==> src/rtl/core/windowed_least_squares_line_fit_top_defines.svh <==
// Assertion macros for the windowed least-squares line fit.
// Expects clk and arst_n in the scope where a macro is used.
`ifndef WINDOWED_LEAST_SQUARES_LINE_FIT_TOP_DEFINES_SVH
`define WINDOWED_LEAST_SQUARES_LINE_FIT_TOP_DEFINES_SVH

// Same-cycle implication, disabled while in reset
`define WLSF_ASSERT_SAME(label, ante, cons, msg) \
	label: assert property (@(posedge clk) disable iff (!arst_n) (ante) |-> (cons)) \
		else $error(msg);

// Next-cycle implication, disabled while in reset
`define WLSF_ASSERT_NEXT(label, ante, cons, msg) \
	label: assert property (@(posedge clk) disable iff (!arst_n) (ante) |=> (cons)) \
		else $error(msg);

`endif

==> src/rtl/core/wlsf_pkg.sv <==
// Shared types and constants for the windowed least-squares line fit.
// No dependencies; used by wlsf_muldiv and the top level.
package wlsf_pkg;

	localparam int unsigned MAX_POINTS_DEF = 1024;
	localparam int unsigned MIN_POINTS_DEF = 3;

	localparam int XY_W       = 16;   // Q8.8 sample width
	localparam int OUT_W      = 32;   // Q16.16 result width
	localparam int PTS_W      = 11;
	localparam int S_TDATA_W  = 32;
	localparam int M_TDATA_W  = 80;
	localparam int M_TUSER_W  = 2;
	localparam int CFG_IDX_W  = 2;
	localparam int CFG_DATA_W = 16;

	// numerator pre-scaling ahead of the divisions
	localparam int SLOPE_SHIFT = 16;
	localparam int ICPT_SHIFT  = 8;

	// output packing
	localparam int SLOPE_LSB = 0;
	localparam int ICPT_LSB  = 32;
	localparam int PTS_LSB   = 64;
	localparam int USER_OK   = 0;
	localparam int USER_OVF  = 1;

	// register indexes
	localparam logic [CFG_IDX_W-1:0] REG_AXIS = 2'd0;
	localparam logic [CFG_IDX_W-1:0] REG_LOW  = 2'd1;
	localparam logic [CFG_IDX_W-1:0] REG_HIGH = 2'd2;

	// window axis codes; any other code means no filtering
	localparam logic [1:0] AXIS_NONE = 2'd0;
	localparam logic [1:0] AXIS_Y    = 2'd1;
	localparam logic [1:0] AXIS_X    = 2'd2;

	localparam logic [1:0]             AXIS_RST = AXIS_Y;
	localparam logic signed [XY_W-1:0] LOW_RST  = 16'sd1792;   // 7.0
	localparam logic signed [XY_W-1:0] HIGH_RST = 16'sd6656;   // 26.0

	typedef enum logic [3:0] {
		ST_IDLE,
		ST_FIT,
		ST_DEN1,
		ST_DEN2,
		ST_M1,
		ST_M2,
		ST_DIVM,
		ST_B1,
		ST_B2,
		ST_DIVB,
		ST_OUT
	} state_t;

	typedef enum logic [1:0] {
		OP_NONE,
		OP_MUL,
		OP_DIV
	} op_t;

	typedef struct packed {
		op_t  op;
		logic clear;   // multiply: start from a zero accumulator
		logic neg;     // multiply: subtract product; divide: negative numerator
	} unit_cmd_t;

endpackage

==> src/rtl/core/wlsf_muldiv.sv <==
// Shared bit-serial unit: shift-add multiply-accumulate and restoring divide
// with a saturated 32-bit quotient. Depends on wlsf_pkg.
module wlsf_muldiv #(
	parameter int AW = 42,
	parameter int MW = 26
) (
	input  logic                                        clk,
	input  logic                                        arst_n,
	input  wlsf_pkg::unit_cmd_t                         cmd,
	input  logic [AW-1:0]                               a_mag,
	input  logic [MW-1:0]                               b_mag,
	input  logic [AW+MW+2+wlsf_pkg::SLOPE_SHIFT-1:0]    num_mag,
	input  logic [AW+MW:0]                              den,
	output logic                                        busy,
	output logic [AW+MW+1:0]                            acc,
	output logic [wlsf_pkg::OUT_W-1:0]                  quo
);
	import wlsf_pkg::*;

	localparam int ACW   = AW + MW + 2;
	localparam int NW    = ACW + SLOPE_SHIFT;
	localparam int CNT_W = $clog2(NW + 1);

	localparam logic [OUT_W:0]   POS_LIM = {2'b00, {(OUT_W-1){1'b1}}};
	localparam logic [OUT_W:0]   NEG_LIM = {2'b01, {(OUT_W-1){1'b0}}};

	logic             busy_q;
	op_t              mode_q;
	logic [CNT_W-1:0] cnt_q;
	logic             neg_q;
	logic [ACW-1:0]   acc_q;
	logic [ACW-1:0]   opb_q;
	logic [MW-1:0]    b_q;
	logic [NW-1:0]    num_q;
	logic [OUT_W:0]   quo_q;
	logic             big_q;

	logic [ACW-1:0]   add_a;
	logic [ACW-1:0]   add_b;
	logic             add_sub;
	logic [ACW:0]     add_sum;
	logic             over;
	logic [OUT_W-1:0] quo_mag;

	// single adder serves both operations
	always_comb begin
		if (mode_q == OP_DIV) begin
			add_a   = {acc_q[ACW-2:0], num_q[NW-1]};
			add_b   = opb_q;
			add_sub = 1'b1;
		end else begin
			add_a   = acc_q;
			add_b   = opb_q;
			add_sub = neg_q;
		end
		add_sum = {1'b0, add_a} + {1'b0, (add_sub ? ~add_b : add_b)} + (ACW+1)'(add_sub);
	end

	always_ff @(posedge clk or negedge arst_n) begin
		if (!arst_n) begin
			busy_q <= 1'b0;
			mode_q <= OP_NONE;
			cnt_q  <= '0;
		end else if (cmd.op == OP_MUL) begin
			busy_q <= 1'b1;
			mode_q <= OP_MUL;
			cnt_q  <= CNT_W'(MW);
		end else if (cmd.op == OP_DIV) begin
			busy_q <= 1'b1;
			mode_q <= OP_DIV;
			cnt_q  <= CNT_W'(NW);
		end else if (busy_q) begin
			cnt_q <= cnt_q - 1'b1;
			if (cnt_q == CNT_W'(1))
				busy_q <= 1'b0;
		end
	end

	always_ff @(posedge clk) begin
		if (cmd.op == OP_MUL) begin
			neg_q <= cmd.neg;
			opb_q <= ACW'(a_mag);
			b_q   <= b_mag;
			if (cmd.clear)
				acc_q <= '0;
		end else if (cmd.op == OP_DIV) begin
			neg_q <= cmd.neg;
			opb_q <= ACW'(den);
			num_q <= num_mag;
			acc_q <= '0;
			quo_q <= '0;
			big_q <= 1'b0;
		end else if (busy_q) begin
			case (mode_q)
				OP_MUL: begin
					if (b_q[0])
						acc_q <= add_sum[ACW-1:0];
					opb_q <= {opb_q[ACW-2:0], 1'b0};
					b_q   <= {1'b0, b_q[MW-1:1]};
				end
				OP_DIV: begin
					// carry out set means partial remainder >= divisor
					acc_q <= add_sum[ACW] ? add_sum[ACW-1:0] : add_a;
					quo_q <= {quo_q[OUT_W-1:0], add_sum[ACW]};
					big_q <= big_q | quo_q[OUT_W];
					num_q <= {num_q[NW-2:0], 1'b0};
				end
				default: ;
			endcase
		end
	end

	always_comb begin
		if (neg_q)
			over = big_q || (quo_q > NEG_LIM);
		else
			over = big_q || (quo_q > POS_LIM);
		if (over)
			quo_mag = neg_q ? NEG_LIM[OUT_W-1:0] : POS_LIM[OUT_W-1:0];
		else
			quo_mag = quo_q[OUT_W-1:0];
	end

	assign quo  = neg_q ? (~quo_mag + 1'b1) : quo_mag;
	assign busy = busy_q;
	assign acc  = acc_q;

endmodule

==> src/rtl/core/windowed_least_squares_line_fit_top.sv <==
// Windowed least-squares line fit: point filter, running sums and fit sequencer.
// Depends on wlsf_pkg, wlsf_muldiv and the assertion macro header.
//
//  channel | dir | handshake             | payload
//  --------+-----+-----------------------+------------------------------------------
//  s_      | in  | s_tvalid / s_tready   | tdata x, y; tlast ends the point set
//  m_      | out | m_tvalid / m_tready   | tdata slope, intercept, count; tuser flags
//  cfg_    | in  | cfg_valid / cfg_ready | cfg_index, cfg_data (always ready)
//
// A point without tlast is filtered, multiplied (16x16 products) and summed in one go.
// A last point also starts the fit through the shared bit-serial unit; s_tready stays low
// until the result is loaded into the output register, which waits while it is full.
// Too few points or a zero denominator ends the fit early.
// Reset clears sums, count and configuration to their initial values at once.
`include "windowed_least_squares_line_fit_top_defines.svh"

module windowed_least_squares_line_fit_top #(
	parameter int unsigned MAX_POINTS = wlsf_pkg::MAX_POINTS_DEF,
	parameter int unsigned MIN_POINTS = wlsf_pkg::MIN_POINTS_DEF
) (
	input  logic                              clk,
	input  logic                              arst_n,
	input  logic                              s_tvalid,
	output logic                              s_tready,
	input  logic [wlsf_pkg::S_TDATA_W-1:0]    s_tdata,    // x_value[15:0], y_value[31:16]
	input  logic                              s_tlast,    // last_point
	output logic                              m_tvalid,
	input  logic                              m_tready,
	output logic [wlsf_pkg::M_TDATA_W-1:0]    m_tdata,    // slope_out[31:0], intercept_out[63:32],
	                                                      // points_used[74:64], zero[79:75]
	output logic [wlsf_pkg::M_TUSER_W-1:0]    m_tuser,    // fit_ok[0], overflow_flag[1]
	input  logic                              cfg_valid,
	output logic                              cfg_ready,
	input  logic [wlsf_pkg::CFG_IDX_W-1:0]    cfg_index,
	input  logic [wlsf_pkg::CFG_DATA_W-1:0]   cfg_data
);
	import wlsf_pkg::*;

	localparam int LG   = $clog2(MAX_POINTS);
	localparam int CW   = $clog2(MAX_POINTS + 1);
	localparam int SXW  = XY_W + LG;
	localparam int SXXW = 2*XY_W - 1 + LG;
	localparam int SXYW = 2*XY_W + LG;
	localparam int AW   = SXYW;
	localparam int MW   = SXW;
	localparam int ACW  = AW + MW + 2;
	localparam int DW   = ACW - 1;
	localparam int NW   = ACW + SLOPE_SHIFT;

	// configuration
	logic [1:0]             axis_q;
	logic signed [XY_W-1:0] low_q;
	logic signed [XY_W-1:0] high_q;

	// running sums
	logic [CW-1:0]          count_q;
	logic signed [SXW-1:0]  sum_x_q;
	logic signed [SXW-1:0]  sum_y_q;
	logic [SXXW-1:0]        sum_xx_q;
	logic signed [SXYW-1:0] sum_xy_q;
	logic                   dropped_q;

	state_t                 state_q, state_d;
	logic [DW-1:0]          den_q;
	logic [OUT_W-1:0]       slope_q;
	logic [OUT_W-1:0]       icpt_q;
	logic                   ok_q;
	logic                   m_tvalid_q;
	logic [M_TDATA_W-1:0]   m_tdata_q;
	logic [M_TUSER_W-1:0]   m_tuser_q;

	logic                     in_xfer;
	logic signed [XY_W-1:0]   x_in;
	logic signed [XY_W-1:0]   y_in;
	logic                     pass;
	logic signed [2*XY_W-1:0] xx;
	logic signed [2*XY_W-1:0] xy;

	logic          sx_neg, sy_neg, sxy_neg;
	logic [MW-1:0] sx_mag, sy_mag, n_ext;
	logic [AW-1:0] sxy_mag, sxx_ext;

	unit_cmd_t        cmd;
	logic [AW-1:0]    a_mag;
	logic [MW-1:0]    b_mag;
	logic [NW-1:0]    num_mag;
	logic             u_busy;
	logic [ACW-1:0]   u_acc;
	logic [OUT_W-1:0] u_quo;
	logic             acc_neg;
	logic [ACW-1:0]   acc_mag;

	logic fit_start, load_den, cap_slope, cap_icpt, load_out;

	assign s_tready  = (state_q == ST_IDLE);
	assign in_xfer   = s_tvalid && s_tready;
	assign cfg_ready = 1'b1;
	assign x_in      = s_tdata[XY_W-1:0];
	assign y_in      = s_tdata[2*XY_W-1:XY_W];
	assign xx        = x_in * x_in;
	assign xy        = x_in * y_in;

	always_comb begin
		case (axis_q)
			AXIS_Y:  pass = (y_in > low_q) && (y_in < high_q);
			AXIS_X:  pass = (x_in > low_q) && (x_in < high_q);
			default: pass = 1'b1;
		endcase
	end

	// operand magnitudes for the shared unit
	assign sx_neg  = sum_x_q[SXW-1];
	assign sy_neg  = sum_y_q[SXW-1];
	assign sxy_neg = sum_xy_q[SXYW-1];
	assign sx_mag  = sx_neg ? MW'(-sum_x_q) : MW'(sum_x_q);
	assign sy_mag  = sy_neg ? MW'(-sum_y_q) : MW'(sum_y_q);
	assign sxy_mag = sxy_neg ? AW'(-sum_xy_q) : AW'(sum_xy_q);
	assign sxx_ext = AW'(sum_xx_q);
	assign n_ext   = MW'(count_q);
	assign acc_neg = u_acc[ACW-1];
	assign acc_mag = acc_neg ? (~u_acc + 1'b1) : u_acc;

	always_ff @(posedge clk or negedge arst_n) begin
		if (!arst_n) begin
			axis_q <= AXIS_RST;
			low_q  <= LOW_RST;
			high_q <= HIGH_RST;
		end else if (cfg_valid && cfg_ready) begin
			case (cfg_index)
				REG_AXIS: axis_q <= cfg_data[1:0];
				REG_LOW:  low_q  <= cfg_data;
				REG_HIGH: high_q <= cfg_data;
				default: ;
			endcase
		end
	end

	always_ff @(posedge clk or negedge arst_n) begin
		if (!arst_n) begin
			count_q   <= '0;
			sum_x_q   <= '0;
			sum_y_q   <= '0;
			sum_xx_q  <= '0;
			sum_xy_q  <= '0;
			dropped_q <= 1'b0;
		end else if (load_out) begin
			count_q   <= '0;
			sum_x_q   <= '0;
			sum_y_q   <= '0;
			sum_xx_q  <= '0;
			sum_xy_q  <= '0;
			dropped_q <= 1'b0;
		end else if (in_xfer && pass) begin
			if (32'(count_q) < MAX_POINTS) begin
				count_q  <= count_q + 1'b1;
				sum_x_q  <= sum_x_q + SXW'(x_in);
				sum_y_q  <= sum_y_q + SXW'(y_in);
				sum_xx_q <= sum_xx_q + SXXW'(xx[2*XY_W-2:0]);
				sum_xy_q <= sum_xy_q + SXYW'(xy);
			end else begin
				dropped_q <= 1'b1;
			end
		end
	end

	always_ff @(posedge clk or negedge arst_n) begin
		if (!arst_n) begin
			state_q    <= ST_IDLE;
			m_tvalid_q <= 1'b0;
		end else begin
			state_q <= state_d;
			if (load_out)
				m_tvalid_q <= 1'b1;
			else if (m_tready)
				m_tvalid_q <= 1'b0;
		end
	end

	// sequencer: ST_DEN1 to ST_DIVB wait for the unit, then issue an operation or capture a result
	always_comb begin
		state_d   = state_q;
		cmd       = '{op: OP_NONE, clear: 1'b0, neg: 1'b0};
		a_mag     = '0;
		b_mag     = '0;
		num_mag   = '0;
		fit_start = 1'b0;
		load_den  = 1'b0;
		cap_slope = 1'b0;
		cap_icpt  = 1'b0;
		load_out  = 1'b0;
		case (state_q)
			ST_IDLE: begin
				if (in_xfer && s_tlast)
					state_d = ST_FIT;
			end
			ST_FIT: begin
				fit_start = 1'b1;
				if (32'(count_q) >= MIN_POINTS) begin
					cmd     = '{op: OP_MUL, clear: 1'b1, neg: 1'b0};
					a_mag   = sxx_ext;
					b_mag   = n_ext;
					state_d = ST_DEN1;
				end else begin
					state_d = ST_OUT;
				end
			end
			ST_DEN1: begin
				if (!u_busy) begin
					cmd     = '{op: OP_MUL, clear: 1'b0, neg: 1'b1};
					a_mag   = AW'(sx_mag);
					b_mag   = sx_mag;
					state_d = ST_DEN2;
				end
			end
			ST_DEN2: begin
				if (!u_busy) begin
					load_den = 1'b1;
					if (u_acc == '0) begin
						state_d = ST_OUT;
					end else begin
						cmd     = '{op: OP_MUL, clear: 1'b1, neg: sxy_neg};
						a_mag   = sxy_mag;
						b_mag   = n_ext;
						state_d = ST_M1;
					end
				end
			end
			ST_M1: begin
				if (!u_busy) begin
					cmd     = '{op: OP_MUL, clear: 1'b0, neg: ~(sx_neg ^ sy_neg)};
					a_mag   = AW'(sy_mag);
					b_mag   = sx_mag;
					state_d = ST_M2;
				end
			end
			ST_M2: begin
				if (!u_busy) begin
					cmd     = '{op: OP_DIV, clear: 1'b0, neg: acc_neg};
					num_mag = {acc_mag, {SLOPE_SHIFT{1'b0}}};
					state_d = ST_DIVM;
				end
			end
			ST_DIVM: begin
				if (!u_busy) begin
					cap_slope = 1'b1;
					cmd       = '{op: OP_MUL, clear: 1'b1, neg: sy_neg};
					a_mag     = sxx_ext;
					b_mag     = sy_mag;
					state_d   = ST_B1;
				end
			end
			ST_B1: begin
				if (!u_busy) begin
					cmd     = '{op: OP_MUL, clear: 1'b0, neg: ~(sx_neg ^ sxy_neg)};
					a_mag   = sxy_mag;
					b_mag   = sx_mag;
					state_d = ST_B2;
				end
			end
			ST_B2: begin
				if (!u_busy) begin
					cmd     = '{op: OP_DIV, clear: 1'b0, neg: acc_neg};
					num_mag = {{(SLOPE_SHIFT-ICPT_SHIFT){1'b0}}, acc_mag, {ICPT_SHIFT{1'b0}}};
					state_d = ST_DIVB;
				end
			end
			ST_DIVB: begin
				if (!u_busy) begin
					cap_icpt = 1'b1;
					state_d  = ST_OUT;
				end
			end
			ST_OUT: begin
				if (!m_tvalid_q || m_tready) begin
					load_out = 1'b1;
					state_d  = ST_IDLE;
				end
			end
			default: state_d = ST_IDLE;
		endcase
	end

	always_ff @(posedge clk) begin
		if (fit_start) begin
			slope_q <= '0;
			icpt_q  <= '0;
			ok_q    <= 1'b0;
		end
		if (load_den)
			den_q <= u_acc[DW-1:0];
		if (cap_slope)
			slope_q <= u_quo;
		if (cap_icpt) begin
			icpt_q <= u_quo;
			ok_q   <= 1'b1;
		end
		if (load_out) begin
			m_tdata_q <= {{(M_TDATA_W-PTS_LSB-PTS_W){1'b0}}, PTS_W'(count_q), icpt_q, slope_q};
			m_tuser_q <= {dropped_q, ok_q};
		end
	end

	wlsf_muldiv #(
		.AW (AW),
		.MW (MW)
	) u_muldiv (
		.clk     (clk),
		.arst_n  (arst_n),
		.cmd     (cmd),
		.a_mag   (a_mag),
		.b_mag   (b_mag),
		.num_mag (num_mag),
		.den     (den_q),
		.busy    (u_busy),
		.acc     (u_acc),
		.quo     (u_quo)
	);

	assign m_tvalid = m_tvalid_q;
	assign m_tdata  = m_tdata_q;
	assign m_tuser  = m_tuser_q;

	`WLSF_ASSERT_SAME(a_busy_blocks_input, u_busy, !s_tready, "input ready while the fit unit runs")
	`WLSF_ASSERT_SAME(a_failed_fit_zero, m_tvalid && !m_tuser[USER_OK], m_tdata[ICPT_LSB+OUT_W-1:0] == '0, "failed fit with nonzero coefficients")
	`WLSF_ASSERT_NEXT(a_result_clears_sums, load_out, count_q == '0 && !dropped_q && sum_xy_q == '0, "sums not cleared after result")

endmodule
==> config.mk <==
export PLATFORM = sky130hd
export DESIGN_NAME = windowed_least_squares_line_fit_top
export DESIGN_NICKNAME = d
export VERILOG_FILES = /design/src/rtl/core/wlsf_pkg.sv /design/src/rtl/core/wlsf_muldiv.sv /design/src/rtl/core/windowed_least_squares_line_fit_top.sv
export VERILOG_INCLUDE_DIRS = /design/src /design/src/rtl/core
export SDC_FILE = /design/constraint.sdc
export NUM_CORES = 2
export LEC_CHECK = 0
export ABC_AREA = 1
export BUFFER_PORTS_ARGS = -buffer_cell sky130_fd_sc_hd__buf_2
export CORE_ASPECT_RATIO = 1.4
export CORE_MARGIN = 2
export CORE_UTILIZATION = 40
export CTS_CLUSTER_SIZE = 30
export DETAILED_ROUTE_END_ITERATION = 10
export PLACE_DENSITY = 0.63
export SLEW_MARGIN = 20
export SYNTH_ARGS = -nofsm -noshare
export SYNTH_HDL_FRONTEND = slang
export SYNTH_SLANG_ARGS = --single-unit
==> constraint.sdc <==
create_clock -name clk -period 15.6 [get_ports clk]
set_input_delay 3.12 -clock clk [delete_from_list [all_inputs] [get_ports clk]]
set_output_delay 3.12 -clock clk [all_outputs]
set_load 0.02 [all_outputs]
==> run_results.csv <==
group,metric,value,unit
outcome,status,"finished, final reports clean",
sta,slew_violations,0,
min_path,hold_path.class,"reg -> reg",
detailed_routing,routed_wl,240000,um
detailed_routing,m1WireLength,89300,um
logic_synthesis,synth_area_leader_cell,"edfxtp_1",
logic_synthesis,ys_async_sr_fraction,28.6,%
sta,maxSlewHeadroom,17.2,%
detailed_routing,drc,0,
grt,grt_overflow,0,
logic_synthesis,yosys_warnings,0,
clocking,numCtsBuffers,78,
placement,place_congestion,1.03,
detailed_routing,wl_per_cell,21.5,um
logic_synthesis,yosysMostFrequentCell,"nand2_1",
final_layout,syn_to_final_growth,8.00,%
final_layout,drive_gt1_share,4.59,%
setup_path,required,16180,ps
sta,fmax,0.0931,GHz
clocking,ctsHtreeMaxLevel,3,
logic_synthesis,syn_area,68900,um2
setup_path,critPathTopFamily,"adder cells",
logic_synthesis,yosysSeqAreaShare,28.1,%
clocking,cts_root_buffer,"clkbuf_16",
clocking,clk_pin_slew_worst_paths,60,ps
detailed_routing,drt-vias-per-instance,5.42,
clocking,postCtsResizedCells,0,
detailed_routing,num_vias,60490,
clocking,cts_setup_buffers,0,
sta,min_period_over_period,68.9,%
floorplan,dieArea,176000,um2
setup_path,cp-start-kind,"input port",
floorplan,rows,180,
sta,rsz0062_at_grt,"no",
sta,fin_setup_tns,0,ps
final_layout,nets,9866,
logic_synthesis,synth.distinct_cells,64,
floorplan,num_io_pins,141,
grt,grt_pass1_vias,61745,
clocking,cts.sinks,686,
floorplan,die_y,495,um
logic_synthesis,synth-main-ff-cell,"edfxtp_1",
detailed_routing,wl_met3,12100,um
detailed_routing,first_pass_iters,7,
setup_path,critPathSlowestCell,"buf_2",
placement,hpwl,187000,um
logic_synthesis,yosys.area.top_type_share,20.1,%
sta,setup_viol_count_final,0,
logic_synthesis,synth_commonest_cells,"nand2_1 (2,001), inv_1 (1,454), nor2_1 (812)",
setup_path,path_buf_inv,6,
sta,finalHoldViolCount,0,
clocking,hold_buffers,0,
sta,post-route-min-period,10740,ps
setup_path,cp-end-kind,"register",
grt,grt_pass1_wl,366000,um
clocking,max-clock-path-buffers,3,
grt,groute.usage.overall,27.2,%
logic_synthesis,syn_avg_cell_area,7.79,um2
clocking,cts_tree,"yes",
setup_path,cp.arrival,11320,ps
detailed_routing,drt.antenna.violating_nets,0,
grt,grt_max_degree,96,
detailed_routing,topRoutingLayerUsed,"met5",
clocking,clkLatencyLatePin,730,ps
logic_synthesis,synth_cells,8840,
setup_path,cp_slowest_stage_delay,730,ps
logic_synthesis,synth_edf_count,461,
detailed_routing,first_iter_violations,4981,
placement,port_buffers,134,
setup_path,critPathKind,"in -> reg",
floorplan,die_x,355,um
setup_path,cp_max_fo,35,
logic_synthesis,synthTopCellsByArea,"edfxtp_1 (20%), fa_1 (16%), nand2_1 (11%)",
job,maxCapViolCount,0,
setup_path,crit_top_cell,"nand2_1",
sta,clock_skew,61.4,ps
grt,antenna_found_initial,6,
detailed_routing,wl_met2,118000,um
logic_synthesis,ys_ff_latch,686,
floorplan,initial_core_util,40.2,%
sta,worstMarginPinSlew,1240,ps
floorplan,core_area,171000,um2
## worst paths after layout
kind	from	endpoint	slack [ps]	cells past startpoint
max	s_tdata[1]	sum_xx_q[37]	4860	33
min	icpt_q[14]	m_tdata[46]	420	0
max reg2reg	u_muldiv.acc[34]	u_muldiv.acc[3]	7840	18
min reg2reg	icpt_q[14]	m_tdata[46]	420	0
max in group asynchronous	arst_n	sum_xy_q[31]	11030	3
min in group asynchronous	arst_n	low_q[0]	2450	1
## routing by layer
metal | GRT usage [%] | up-vias
li1 | - | 28456
met1 | 30.4 | 29407
met2 | 47.6 | 1974
met3 | 3.42 | 645
met4 | 20.1 | 8
met5 | 0 | -
## placed cells by master, fill, tap and decap left out, types with 66 or more instances in the layout
cell,Yosys,final
fa_1,567,566
nand2_1,2001,1999
nand3_1,511,509
xor2_1,279,279
clkbuf_16,0,78
edfxtp_1,461,461
nand4_1,91,91
nor3_1,107,107
inv_1,1454,1452
buf_2,38,133
dfrtp_1,189,188
o21ai_0,535,534
buf_4,11,73
ha_1,435,433
nor2_1,812,808
xnor2_1,84,84
a31oi_1,66,66
a21oi_1,451,449
## logic make-up after synthesis
family	share of synthesized area, %
buffers and inverters	9.91
DFF	28.1
AOI/OAI and AO/OA	11.5
adders and majority gates	24.4
xor gates and xnor gates	4.62
and+or+nand+nor	21.5
other	0.0109
## state kept, by name (all words and copies together), names as in the netlist, 33 cells and up
signal / cells
u_muldiv.add_b: 70
u_muldiv.num_q: 78
sum_xy_q: 42
m_tdata: 75
den_q: 69
sum_xx_q: 41
u_muldiv.quo_q: 33
u_muldiv.acc: 70
## final cells by class
cell class	count	area, um2
Fill cell	17257	97000
Clock buffer	96	2060
Sequential cell	686	19300
Timing Repair Buffer	207	1230
Clock inverter	48	539
Multi-Input combinational cell	6366	42800
Antenna cell	5	12.5
Tap cell	2275	2850
Inverter	1469	5520
## per-stage QoR
step	util, %	hold slack, ps	cells	instance area (um2)	worst slack, ps
final	43.4	418	11152	74400	4860
after CTS	43.4	419	11146	74300	4980
after global placement	41.9	403	11002	71700	4280
after global routing	43.4	424	11148	74400	4390
after detailed placement	41.9	405	11002	71700	4270
after floorplan	-	400	8844	68900	4000
Power is not shown: default switching activity piles up to over one toggle a cycle in this logic, so the estimate is an artifact.
